<file path="src/design/cotp_pkg.sv">
// Shared types, codes and reset values for the constant on-time PWM setpoint block.
package cotp_pkg;

    // field widths
    localparam int unsigned DUTY_W     = 16;
    localparam int unsigned ONTIME_W   = 14;
    localparam int unsigned ONCNT_W    = 10;
    localparam int unsigned PERIOD_W   = 8;
    localparam int unsigned CFG_IDX_W  = 3;
    localparam int unsigned CFG_DATA_W = 16;

    // divider sizes: dividend is on_time << 10, divisor is duty << (0, 2 or 4)
    localparam int unsigned FRAC_SH    = 10;
    localparam int unsigned DVD_W      = ONTIME_W + FRAC_SH;
    localparam int unsigned MAX_SH     = 4;
    localparam int unsigned DVS_W      = DUTY_W + MAX_SH;
    localparam int unsigned DIV_STEPS  = DVD_W;
    localparam int unsigned STEP_W     = $clog2(DIV_STEPS);

    // configuration register indexes
    localparam logic [CFG_IDX_W-1:0] CFG_ON_TIME    = 3'd0;
    localparam logic [CFG_IDX_W-1:0] CFG_MIN_DUTY   = 3'd1;
    localparam logic [CFG_IDX_W-1:0] CFG_SPLIT_LOW  = 3'd2;
    localparam logic [CFG_IDX_W-1:0] CFG_SPLIT_HIGH = 3'd3;
    localparam logic [CFG_IDX_W-1:0] CFG_MAX_DUTY   = 3'd4;

    // register reset values (Q-format versions of the original float constants)
    localparam logic [ONTIME_W-1:0] ON_TIME_RST    = 14'd13517;
    localparam logic [DUTY_W-1:0]   MIN_DUTY_RST   = 16'd3379;
    localparam logic [DUTY_W-1:0]   SPLIT_LOW_RST  = 16'd13517;
    localparam logic [DUTY_W-1:0]   SPLIT_HIGH_RST = 16'd54067;
    localparam logic [DUTY_W-1:0]   MAX_DUTY_RST   = 16'd60293;
    localparam logic [PERIOD_W-1:0] PERIOD_RST     = 8'd255;

    // band / prescaler codes
    typedef enum logic [1:0] {
        BAND_DIV1  = 2'd0,
        BAND_DIV4  = 2'd1,
        BAND_DIV16 = 2'd2,
        BAND_OFF   = 2'd3
    } cotp_band_t;

    typedef enum logic [1:0] {
        ST_IDLE,
        ST_DIV,
        ST_FINISH
    } cotp_state_t;

    typedef struct packed {
        logic start;     // latch request, update band state, seed divider
        logic step;      // one restoring-division step
        logic load_out;  // write period and output registers
    } cotp_cmd_t;

    typedef struct packed {
        logic duty_ok;   // duty on the input port is inside (min, max]
    } cotp_stat_t;

    // log2 of the prescaler ratio for a band
    function automatic logic [2:0] band_shift(input cotp_band_t band);
        logic [2:0] sh;
        case (band)
            BAND_DIV1: sh = 3'd0;
            BAND_DIV4: sh = 3'd2;
            default:   sh = 3'd4;
        endcase
        return sh;
    endfunction

endpackage

</file>
<file path="src/design/cotp_ctrl.sv">
// Controller: request handshake, divider step count and output handshake.
module cotp_ctrl
    import cotp_pkg::*;
(
    input  logic       clk,
    input  logic       rst_n,
    input  logic       in_valid,
    output logic       in_ready,
    output logic       out_valid,
    input  logic       out_ready,
    input  cotp_stat_t stat,
    output cotp_cmd_t  cmd
);

    cotp_state_t       state_reg, state_next;
    logic [STEP_W-1:0] step_reg, step_next;
    logic              out_valid_reg, out_valid_next;

    always_ff @(posedge clk or negedge rst_n)
    begin
        if (!rst_n)
        begin
            state_reg     <= ST_IDLE;
            step_reg      <= '0;
            out_valid_reg <= 1'b0;
        end
        else
        begin
            state_reg     <= state_next;
            step_reg      <= step_next;
            out_valid_reg <= out_valid_next;
        end
    end

    always_comb
    begin
        state_next   = state_reg;
        step_next    = step_reg;
        cmd          = '0;
        in_ready     = 1'b0;
        case (state_reg)
            ST_IDLE:
            begin
                in_ready = 1'b1;
                if (in_valid)
                begin
                    cmd.start  = 1'b1;
                    step_next  = '0;
                    state_next = stat.duty_ok ? ST_DIV : ST_FINISH;
                end
            end
            ST_DIV:
            begin
                cmd.step  = 1'b1;
                step_next = step_reg + 1'b1;
                if (step_reg == STEP_W'(DIV_STEPS - 1))
                begin
                    state_next = ST_FINISH;
                end
            end
            ST_FINISH:
            begin
                if (!out_valid_reg || out_ready)
                begin
                    cmd.load_out = 1'b1;
                    state_next   = ST_IDLE;
                end
            end
            default:
            begin
                state_next = ST_IDLE;
            end
        endcase

        if (cmd.load_out)
            out_valid_next = 1'b1;
        else if (out_ready)
            out_valid_next = 1'b0;
        else
            out_valid_next = out_valid_reg;
    end

    assign out_valid = out_valid_reg;

endmodule

</file>
<file path="src/design/cotp_dp.sv">
// Datapath: config registers, band state, serial divider and output registers.
module cotp_dp
    import cotp_pkg::*;
(
    input  logic                  clk,
    input  logic                  rst_n,
    input  logic                  cfg_we,
    input  logic [CFG_IDX_W-1:0]  cfg_index,
    input  logic [CFG_DATA_W-1:0] cfg_data,
    input  logic [DUTY_W-1:0]     duty_request,
    input  cotp_cmd_t             cmd,
    output cotp_stat_t            stat,
    output logic [1:0]            prescaler_code,
    output logic [ONCNT_W-1:0]    on_time_count,
    output logic [PERIOD_W-1:0]   period_count,
    output logic                  setup_reloaded,
    output logic                  in_range
);

    // configuration
    logic [ONTIME_W-1:0] on_time_reg;
    logic [DUTY_W-1:0]   min_duty_reg, split_low_reg, split_high_reg, max_duty_reg;

    // band state
    cotp_band_t          band_mode_reg;
    cotp_band_t          prescaler_reg;
    logic [ONCNT_W-1:0]  held_on_time_reg;
    logic [PERIOD_W-1:0] held_period_reg;
    logic                reloaded_reg;
    logic                item_ok_reg;

    // divider
    logic [DVD_W-1:0]    dvd_reg;
    logic [DVS_W-1:0]    rem_reg;
    logic [DVS_W-1:0]    dvs_reg;

    // output registers
    logic [1:0]          out_psc_reg;
    logic [ONCNT_W-1:0]  out_on_reg;
    logic [PERIOD_W-1:0] out_period_reg;
    logic                out_reload_reg;
    logic                out_ok_reg;

    logic                duty_ok;
    cotp_band_t          band;
    logic [2:0]          sh;
    logic [DVS_W:0]      rem_shift;
    logic [DVS_W+1:0]    diff;
    logic                qbit;
    logic [PERIOD_W-1:0] period_next;
    logic [DVD_W-1:0]    quot_m1;

    assign duty_ok = (duty_request > min_duty_reg) && (duty_request <= max_duty_reg);
    assign stat.duty_ok = duty_ok;

    always_comb
    begin
        if (duty_request > split_high_reg)
            band = BAND_DIV1;
        else if (duty_request > split_low_reg)
            band = BAND_DIV4;
        else
            band = BAND_DIV16;
        sh = band_shift(band);
    end

    // restoring division step
    assign rem_shift = {rem_reg, dvd_reg[DVD_W-1]};
    assign diff      = {1'b0, rem_shift} - {2'b00, dvs_reg};
    assign qbit      = !diff[DVS_W+1];

    // period = quotient - 1, clamped to 0..255; out of range keeps the held period
    assign quot_m1 = dvd_reg - 1'b1;
    always_comb
    begin
        if (!item_ok_reg)
            period_next = held_period_reg;
        else if (dvd_reg == '0)
            period_next = '0;
        else if (quot_m1 > DVD_W'(255))
            period_next = '1;
        else
            period_next = quot_m1[PERIOD_W-1:0];
    end

    always_ff @(posedge clk or negedge rst_n)
    begin
        if (!rst_n)
        begin
            on_time_reg    <= ON_TIME_RST;
            min_duty_reg   <= MIN_DUTY_RST;
            split_low_reg  <= SPLIT_LOW_RST;
            split_high_reg <= SPLIT_HIGH_RST;
            max_duty_reg   <= MAX_DUTY_RST;
        end
        else if (cfg_we)
        begin
            case (cfg_index)
                CFG_ON_TIME:    on_time_reg    <= cfg_data[ONTIME_W-1:0];
                CFG_MIN_DUTY:   min_duty_reg   <= cfg_data;
                CFG_SPLIT_LOW:  split_low_reg  <= cfg_data;
                CFG_SPLIT_HIGH: split_high_reg <= cfg_data;
                CFG_MAX_DUTY:   max_duty_reg   <= cfg_data;
                default:        ;
            endcase
        end
    end

    always_ff @(posedge clk or negedge rst_n)
    begin
        if (!rst_n)
        begin
            band_mode_reg    <= BAND_OFF;
            prescaler_reg    <= BAND_DIV16;
            held_on_time_reg <= '0;
            held_period_reg  <= PERIOD_RST;
            reloaded_reg     <= 1'b0;
            item_ok_reg      <= 1'b0;
        end
        else
        begin
            if (cmd.start)
            begin
                item_ok_reg <= duty_ok;
                if (duty_ok)
                begin
                    reloaded_reg <= (band != band_mode_reg);
                    if (band != band_mode_reg)
                    begin
                        band_mode_reg    <= band;
                        prescaler_reg    <= band;
                        held_on_time_reg <= ONCNT_W'(on_time_reg >> (4'd4 + {1'b0, sh}));
                    end
                end
                else
                begin
                    reloaded_reg     <= (band_mode_reg != BAND_OFF);
                    held_on_time_reg <= '0;
                    if (band_mode_reg != BAND_OFF)
                    begin
                        band_mode_reg <= BAND_OFF;
                        prescaler_reg <= BAND_DIV1;
                    end
                end
            end
            if (cmd.load_out)
                held_period_reg <= period_next;
        end
    end

    always_ff @(posedge clk)
    begin
        if (cmd.start)
        begin
            dvd_reg <= {on_time_reg, {FRAC_SH{1'b0}}};
            rem_reg <= '0;
            dvs_reg <= DVS_W'(duty_request) << sh;
        end
        else if (cmd.step)
        begin
            dvd_reg <= {dvd_reg[DVD_W-2:0], qbit};
            rem_reg <= qbit ? diff[DVS_W-1:0] : rem_shift[DVS_W-1:0];
        end
    end

    always_ff @(posedge clk)
    begin
        if (cmd.load_out)
        begin
            out_psc_reg    <= prescaler_reg;
            out_on_reg     <= held_on_time_reg;
            out_period_reg <= period_next;
            out_reload_reg <= reloaded_reg;
            out_ok_reg     <= item_ok_reg;
        end
    end

    assign prescaler_code = out_psc_reg;
    assign on_time_count  = out_on_reg;
    assign period_count   = out_period_reg;
    assign setup_reloaded = out_reload_reg;
    assign in_range       = out_ok_reg;

    a_band_psc: assert property (@(posedge clk) disable iff (!rst_n)
        band_mode_reg != BAND_OFF |-> prescaler_reg == band_mode_reg)
        else $error("prescaler disagrees with active band");

    a_off_zero: assert property (@(posedge clk) disable iff (!rst_n)
        band_mode_reg == BAND_OFF |-> held_on_time_reg == '0)
        else $error("on-time count nonzero while output off");

    a_div_nz: assert property (@(posedge clk) disable iff (!rst_n)
        cmd.step |-> dvs_reg != '0)
        else $error("divider running with zero divisor");

    a_out_off: assert property (@(posedge clk) disable iff (!rst_n)
        cmd.load_out |=> (out_ok_reg || out_on_reg == '0))
        else $error("rejected request delivered with on time");

endmodule

</file>
<file path="src/design/constant_on_time_pwm_setpoint_core.sv">
// Top level of the constant on-time PWM setpoint block.
//
// Usage:
//   A duty request (unsigned Q0.16) enters on duty_request with in_valid/in_ready.
//   One result comes back per request on out_valid/out_ready: prescaler code,
//   10-bit on-time count, 8-bit period count, a reload flag and an in-range flag.
//   Band thresholds and the on time are set through cfg_we/cfg_index/cfg_data
//   while the block is idle, a rule for the user that the block does not
//   enforce; writes take effect at once, no read-back.
// Sequence:
//   In range: the accepting edge latches the request and picks the band, the
//   restoring divider then steps through every bit of the 24-bit dividend,
//   and the output register is loaded once it is free, raising out_valid as
//   in_ready returns. Out of range skips the divider. in_ready is high only
//   while the controller is idle, so no request is taken until the last is loaded.
// Reset:
//   rst_n clears the config registers to their defaults, puts the band state
//   in output off with prescaler divide 16, on time 0 and period 255, and
//   drops out_valid.
// Stall:
//   A waiting result does not block the next request; its result is held in
//   the datapath until out_ready frees the output register.
module constant_on_time_pwm_setpoint_core
    import cotp_pkg::*;
(
    input  logic                  clk,
    input  logic                  rst_n,
    input  logic                  cfg_we,
    input  logic [CFG_IDX_W-1:0]  cfg_index,
    input  logic [CFG_DATA_W-1:0] cfg_data,
    input  logic                  in_valid,
    output logic                  in_ready,
    input  logic [DUTY_W-1:0]     duty_request,
    output logic                  out_valid,
    input  logic                  out_ready,
    output logic [1:0]            prescaler_code,
    output logic [ONCNT_W-1:0]    on_time_count,
    output logic [PERIOD_W-1:0]   period_count,
    output logic                  setup_reloaded,
    output logic                  in_range
);

    cotp_cmd_t  cmd;
    cotp_stat_t stat;

    // sequencing: request accept, divider steps, output handshake
    cotp_ctrl u_ctrl (
        .clk       (clk),
        .rst_n     (rst_n),
        .in_valid  (in_valid),
        .in_ready  (in_ready),
        .out_valid (out_valid),
        .out_ready (out_ready),
        .stat      (stat),
        .cmd       (cmd)
    );

    // config, band state, divider and result registers
    cotp_dp u_dp (
        .clk            (clk),
        .rst_n          (rst_n),
        .cfg_we         (cfg_we),
        .cfg_index      (cfg_index),
        .cfg_data       (cfg_data),
        .duty_request   (duty_request),
        .cmd            (cmd),
        .stat           (stat),
        .prescaler_code (prescaler_code),
        .on_time_count  (on_time_count),
        .period_count   (period_count),
        .setup_reloaded (setup_reloaded),
        .in_range       (in_range)
    );

endmodule

</file>
<file path="config.mk">
export PLATFORM = sky130hd
export DESIGN_NAME = constant_on_time_pwm_setpoint_core
export DESIGN_NICKNAME = d
export VERILOG_FILES = /design/src/design/cotp_pkg.sv /design/src/design/cotp_ctrl.sv /design/src/design/cotp_dp.sv /design/src/design/constant_on_time_pwm_setpoint_core.sv
export SDC_FILE = /design/constraint.sdc
export NUM_CORES = 1
export LEC_CHECK = 0
export ABC_AREA = 1
export ABC_CLOCK_PERIOD_IN_PS = 4700
export BUFFER_PORTS_ARGS = -buffer_cell sky130_fd_sc_hd__buf_2
export CAP_MARGIN = 20
export CORE_MARGIN = 3
export CORE_UTILIZATION = 55
export CTS_BUF_LIST = sky130_fd_sc_hd__clkbuf_4
export CTS_CLUSTER_DIAMETER = 50
export CTS_CLUSTER_SIZE = 40
export DETAILED_ROUTE_END_ITERATION = 7
export GPL_TIMING_DRIVEN = 0
export PLACE_DENSITY = 0.73
export SYNTH_ARGS = -nofsm -noshare
export SYNTH_HDL_FRONTEND = slang
export SYNTH_SLANG_ARGS = --single-unit
</file>
<file path="constraint.sdc">
create_clock -name clk -period 4.7 [get_ports clk]
set_input_delay 0.235 -clock clk [delete_from_list [all_inputs] [get_ports clk]]
set_output_delay 0.235 -clock clk [all_outputs]
set_load 0.005 [all_outputs]
</file>
* Yosys cells after proc, flatten, opt, wreduce, memory -nomap -nowiden
Cells that the tools add are included.
** Word-level totals
- Input bits :: 40
- Flip-flop bits (word level) :: 196
- Word-level logic and storage cells :: 101
- Output and inout port bits :: 24
** Operators by class
- Equality and inequality tests :: 14
- Reductions and logical operators :: 21
- Add/sub/neg operators :: 4
- Mux-type cells :: 32
- Shift operators :: 2
- Order comparisons :: 5
** Operators by type and width (number)
- $gt 16x16->1 :: 3
- $mux 24 :: 2
- $gt 24x8->1 const B :: 1
- $logic_not 24->1 :: 1
- $mux 8 :: 3
- $sub 24x1->24 const B :: 1
- $mux 2 :: 11
- $sub 21x20->22 :: 1
- $mux 10 :: 2
- $mux 20 :: 1
- $shl 16x3->20 :: 1
- $le 16x16->1 :: 1
- $reduce_and 2->1 :: 7
- $shr 14x4->10 :: 1
- $pmux 5 s2 :: 1
- $mux 1 :: 9
- $reduce_bool 2->1 :: 4
- $eq 3x2->1 const B :: 2
- $ne 2x1->1 const B :: 3
- $pmux 2 s3 :: 1
- $pmux 3 s2 :: 1
- $reduce_and 3->1 :: 2
- $add 5x1->5 const B :: 1
- $eq 5x5->1 const B :: 1
- 13 further kinds :: 17

* Logic depth before layout (Yosys ltp)
- Depth after elaboration :: 9
- Gate-level depth with buffers :: 20

* Hierarchy
A second synthesis with hierarchy kept.
** Second synthesis, totals
- Cells, all modules :: 1394
- Area, all modules :: 11304.6 um2
** By module, submodules not included
- cotp_dp :: cells an instance 1336, area each 10859.2 um2, instances 1
- cotp_ctrl :: cells an instance 58, area each 445.4 um2, instances 1

* Least setup slack after synthesis
No wires, ideal clock.
- Path type :: reg-to-reg
- Start :: register u_dp.dvd_reg[23]
- End :: register u_dp.rem_reg[16]
- Data arrival time :: 2034 ps
- Slack :: 2549 ps
- Path buffers :: 0
- Cell stages (with the launch flop) :: 16
- Path through :: edfxtp_1 -> inv_1 -> ha_1 -> fa_1 -> inv_1 -> nand3_1 -> nand2_1 -> a21boi_0 -> o21ai_0 -> nand2_1 -> nor2_1 -> nor2_1 -> nand2_1 -> nand2_1 -> o21ai_1 -> nand2_1
** On the way
- Word-level cells in the longest chain between the ends :: 2
** Ends and longest elaborated chain
- start: declaration :: line cotp_dp.sv:33 : logic [DVD_W-1:0] dvd_reg;
- start signal: assignment :: line cotp_dp.sv:155 : dvd_reg <= {on_time_reg, {FRAC_SH{1'b0}}};
- start signal: assignment :: line cotp_dp.sv:161 : dvd_reg <= {dvd_reg[DVD_W-2:0], qbit};
- $sub 21x20->22 :: line cotp_dp.sv:69 : assign diff = {1'b0, rem_shift} - {2'b00, dvs_reg};
- $mux 20 :: line cotp_dp.sv:162 : rem_reg <= qbit ? diff[DVS_W-1:0] : rem_shift[DVS_W-1:0];
- end signal: assignment :: line cotp_dp.sv:162
- end: declaration :: line cotp_dp.sv:34 : logic [DVS_W-1:0] rem_reg;
Every way passes these cells.
A chain may end at the register's enable or synchronous reset.

* Worst setup path in the final report
- Start :: register u_dp.max_duty_reg[15]
- End :: register u_dp.held_on_time_reg[1]
** On the way
- Word-level cells in the longest chain between the ends :: 4
- Elaborated cells on any way between the ends :: 5
- Those cells by class :: order compare: 1; eq/ne: 1; mux: 1; reduce/logical: 2
** Ends and longest elaborated chain
- start: declaration :: line cotp_dp.sv:22 : logic [DUTY_W-1:0] min_duty_reg, split_low_reg, split_high_reg, max_duty_reg;
- start signal: assignment :: line cotp_dp.sv:103 : CFG_MAX_DUTY: max_duty_reg <= cfg_data;
- $le 16x16->1 (*) :: line cotp_dp.sv:53 : assign duty_ok = (duty_request > min_duty_reg) && (duty_request <= max_duty_reg);
- $logic_and 1x1->1 (*) :: line cotp_dp.sv:53
- $ne 2x1->1 (no source line)
- $reduce_and 2->1 (no source line)
- end signal: assignment :: line cotp_dp.sv:132 : held_on_time_reg <= ONCNT_W'(on_time_reg >> (4'd4 + {1'b0, sh}));
- end: declaration :: line cotp_dp.sv:27 : logic [ONCNT_W-1:0] held_on_time_reg;
Mark *: on every way between the ends. The rest lies on a longest branch, timed or not.

==> results.toml <==
[clock_tree]
cts_setup_buffers = 0
clockRootBuffer = "clkbuf_4"
cts_sinks = 196
clkSlewWorstSetupHoldPaths_ns = 0.17
cts_buffers = 17
cts_tree = "done"
clock_latency_ns = 0.60
htreeDepth = 4
max-clock-path-buffers = 2
cts_resized = 0

[synth]
yosys_most_used_dff = "dfrtp_1"
yosysSeqAreaShare_pct = 45.8
synth-edff-count = 56
ys_ff_latch = 196
yosysTopAreaCell = "edfxtp_1"
synth_area_leaders = "edfxtp_1, dfrtp_1, dfstp_2, nand2_1, ha_1"
netlist_area_um2 = 11100
synth_top_area_share_pct = 15.1
ys_types = 45
ys_warn_count = 0
synthArstFlopShare_pct = 56.1
syn_inst = 1344
syn_area_per_cell_um2 = 8.28
syn_nets = 1472

[setup_path]
r2r_slack_ns = 1.89
r2r-start = "u_dp.max_duty_reg[15]$_DFFE_PN1P_"
reg2reg_to = "u_dp.held_on_time_reg[1]$_DFFE_PN0P_"
critPathArrivalTime_ns = 3.35
reg2reg_depth = 13
path_delay_family = "simple AND/OR/NAND/NOR gates"
crit_chain = "inv_1, ha_1, nand2_1, inv_1, nand3_1, nor3_2, nand4_1, a21oi_2, nand3_4, nand2_4, buf_12, nand2_2, nand2_1"
end_kind = "flop"
worst_setup_path_start_kind = "flop"
crit_buf_inv = 3
slowest_delay_ns = 0.56
slowest_stage = "dfstp_2"
critPathKind = "flop to flop"
worstPathRequired_ns = 5.24
path_max_fanout = 10

[global_routing]
grt_max_degree = 66
grt_pass1_vias = 8746
antenna_found_initial = 1
overflow = 0
track_usage_pct = 24.5
grt_pass1_wl_mm = 42.9

[route]
dr.pass1.iters = 5
routedWlPerCell_um = 15.2
avgViaCountPerCell = 5.35
detail-route-antenna-nets = 0
drcViolationCount = 0
drtIter0Drc = 600
vias = 9226
wl_mm = 26.2

[die]
fp.dieW_um = 148
die-area_um2 = 22000
core_um2 = 19700
start_util_pct = 56.6
die-height_um = 148
num_rows = 51
num_io_pins = 64

[timing]
finalClockSkew_ns = 0.0248
slew_headroom_pct = 42.5
fmax_mhz = 356
min_period_over_period_pct = 59.7
hold_viol_final = 0
worst_pin_slew_ns = 0.862
maxSlewViolCount = 0
hold_ws_ns = 0.0407
setup_viol = 0
period_needed_ns = 2.81
grt_setup_unrepaired = "no"
tns_ns = 0

[pwr]
p_leak_nw = 5.91
peakVddDrop_v = 0.000186
power-per-cell-area_nw_per_um2 = 510
power_w = 0.00628

[placement]
gp_congestion = 0.901
io_buffers = 63
dp.final_hpwl_mm = 20.1

[min_path]
min_delay_worst_endpoint = "u_dp.min_duty_reg[2]$_DFFE_PN0P_"
hold_start = "cfg_data[2]"
min_path_type = "input port to flop"
min_path_cells = 3

[final_layout]
largest_reg_flops = 24
area_delta_synth_final_pct = 10.4
fin_nets = 1575
drive_gt1_share_pct = 14.5

[run_status]
status = "finished, final reports clean"

[run]
cap_violations = 0
[per-layer routing]
layer,vias to the layer above,share of wire (%),track usage [%]
met4,0,2.6,8.36
met2,216,49,42.3
met1,4330,44,32.0
li1,4636,-,-
met3,44,4.1,3.20
met5,-,0,0
[cell type report]
type / instances / area, um^2
Timing Repair Buffer: 84 / 557
Antenna cell: 1 / 2.50
Tap cell: 265 / 332
Buffer: 32 / 156
Clock buffer: 17 / 128
Sequential cell: 196 / 5100
Multi-Input combinational cell: 924 / 5150
Inverter: 192 / 721
Clock inverter: 15 / 143
Fill cell: 1785 / 7360
[kinds of logic after synthesis]
| group | after synthesis | synth area share, % |
|---|---|---|
| buffers and inverters | 224 | 7.88 |
| adders and majority gates | 88 | 9.96 |
| and+or+nand+nor | 543 | 21.3 |
| DFF | 196 | 45.8 |
| xor gates and xnor gates | 20 | 1.57 |
| AOI/OAI and AO/OA | 273 | 13.4 |
[worst max path at each step]
stage	slack, ns	end	depth (start not counted)	startpoint
after detailed placement	1.90	u_dp.held_on_time_reg[3]$_DFFE_PN0P_	13	u_dp.max_duty_reg[15]$_DFFE_PN1P_
after CTS	1.86	u_dp.held_on_time_reg[1]$_DFFE_PN0P_	13	u_dp.max_duty_reg[15]$_DFFE_PN1P_
after floorplan	2.55	u_dp.rem_reg[16]$_SDFFE_PP0P_	15	u_dp.dvd_reg[23]$_DFFE_PP_
final	1.89	u_dp.held_on_time_reg[1]$_DFFE_PN0P_	13	u_dp.max_duty_reg[15]$_DFFE_PN1P_
after global placement	1.94	u_dp.held_on_time_reg[8]$_DFFE_PN0P_	12	u_dp.max_duty_reg[15]$_DFFE_PN1P_
after global routing	1.73	u_dp.held_on_time_reg[0]$_DFFE_PN0P_	13	u_dp.max_duty_reg[15]$_DFFE_PN1P_
[what timing repair did]
| action | 4_1_cts | 5_1_grt |
|---|---|---|
| hold endpoints to repair | 75 | 0 |
| hold buffers | 17 | 0 |
| endpoints found under the setup margin | 0 | 0 |
[worst reg2reg max path: stages (launching register included)]
cell and delay (ns):
dfstp_2 0.56, inv_1 0.04, ha_1 0.29, nand2_1 0.06
inv_1 0.05, nand3_1 0.10, nor3_2 0.25, nand4_1 0.26
a21oi_2 0.51, nand3_4 0.21, nand2_4 0.17, buf_12 0.16
nand2_2 0.05, nand2_1 0.06
[per-stage QoR]
stage               cells  worst slack [ns]  instance area, um^2  util (%)
finish               1726              1.89                12300      62.5
CTS                  1724              1.86                12300      62.5
global placement     1672              1.94                11800      59.9
global route         1726              1.73                12300      62.5
detailed placement   1675              1.90                11800      60.2
floorplan            1344              2.55                11100         -
[synthesized netlist by cell type (4+ instances only)]
cell type and instances:
edfxtp_1 56, o21a_1 4, ha_1 87, o22ai_1 33, dfxtp_1 30, o21ai_0 137, buf_2 4, dfstp_2 52
inv_1 187, xnor2_1 9, nor2_2 12, xor2_1 11, o211ai_1 8, o21ai_2 4, nand2_2 19, nand3_1 42
clkbuf_1 23, clkinv_1 4, a21oi_1 67, o21bai_1 6, nand2_1 337, nor2_4 4, dfrtp_1 58, nor2_1 83
nand4_1 20, nor3_1 10, a21o_1 4
[placed cells by master, fill, tap and decap left out, types with 3 or more instances in the layout]
cell	n
a21o_1	4
a21oi_1	67
buf_2	66
buf_6	3
clkbuf_1	23
clkbuf_4	17
clkinv_1	4
dfrtp_1	58
dfstp_2	52
dfxtp_1	30
dlygate4sd3_1	17
edfxtp_1	56
ha_1	87
inv_1	187
inv_8	4
nand2_1	337
nand2_2	19
nand2_4	3
nand3_1	42
nand3_4	3
nand3b_1	3
nand4_1	20
nor2_1	83
nor2_2	12
nor2_4	4
nor3_1	10
o211ai_1	8
o21a_1	4
o21ai_0	137
o21ai_1	3
o21ai_2	4
o21bai_1	6
o22ai_1	33
or2_2	3
xnor2_1	9
xor2_1	11
[where the power goes]
group	switching (W)	internal, W	total, W
registers	0.000267	0.00240	0.00266
logic	0.00175	0.000979	0.00273
clock network	0.000646	0.000236	0.000882
(Power assumes the default switching activity.)
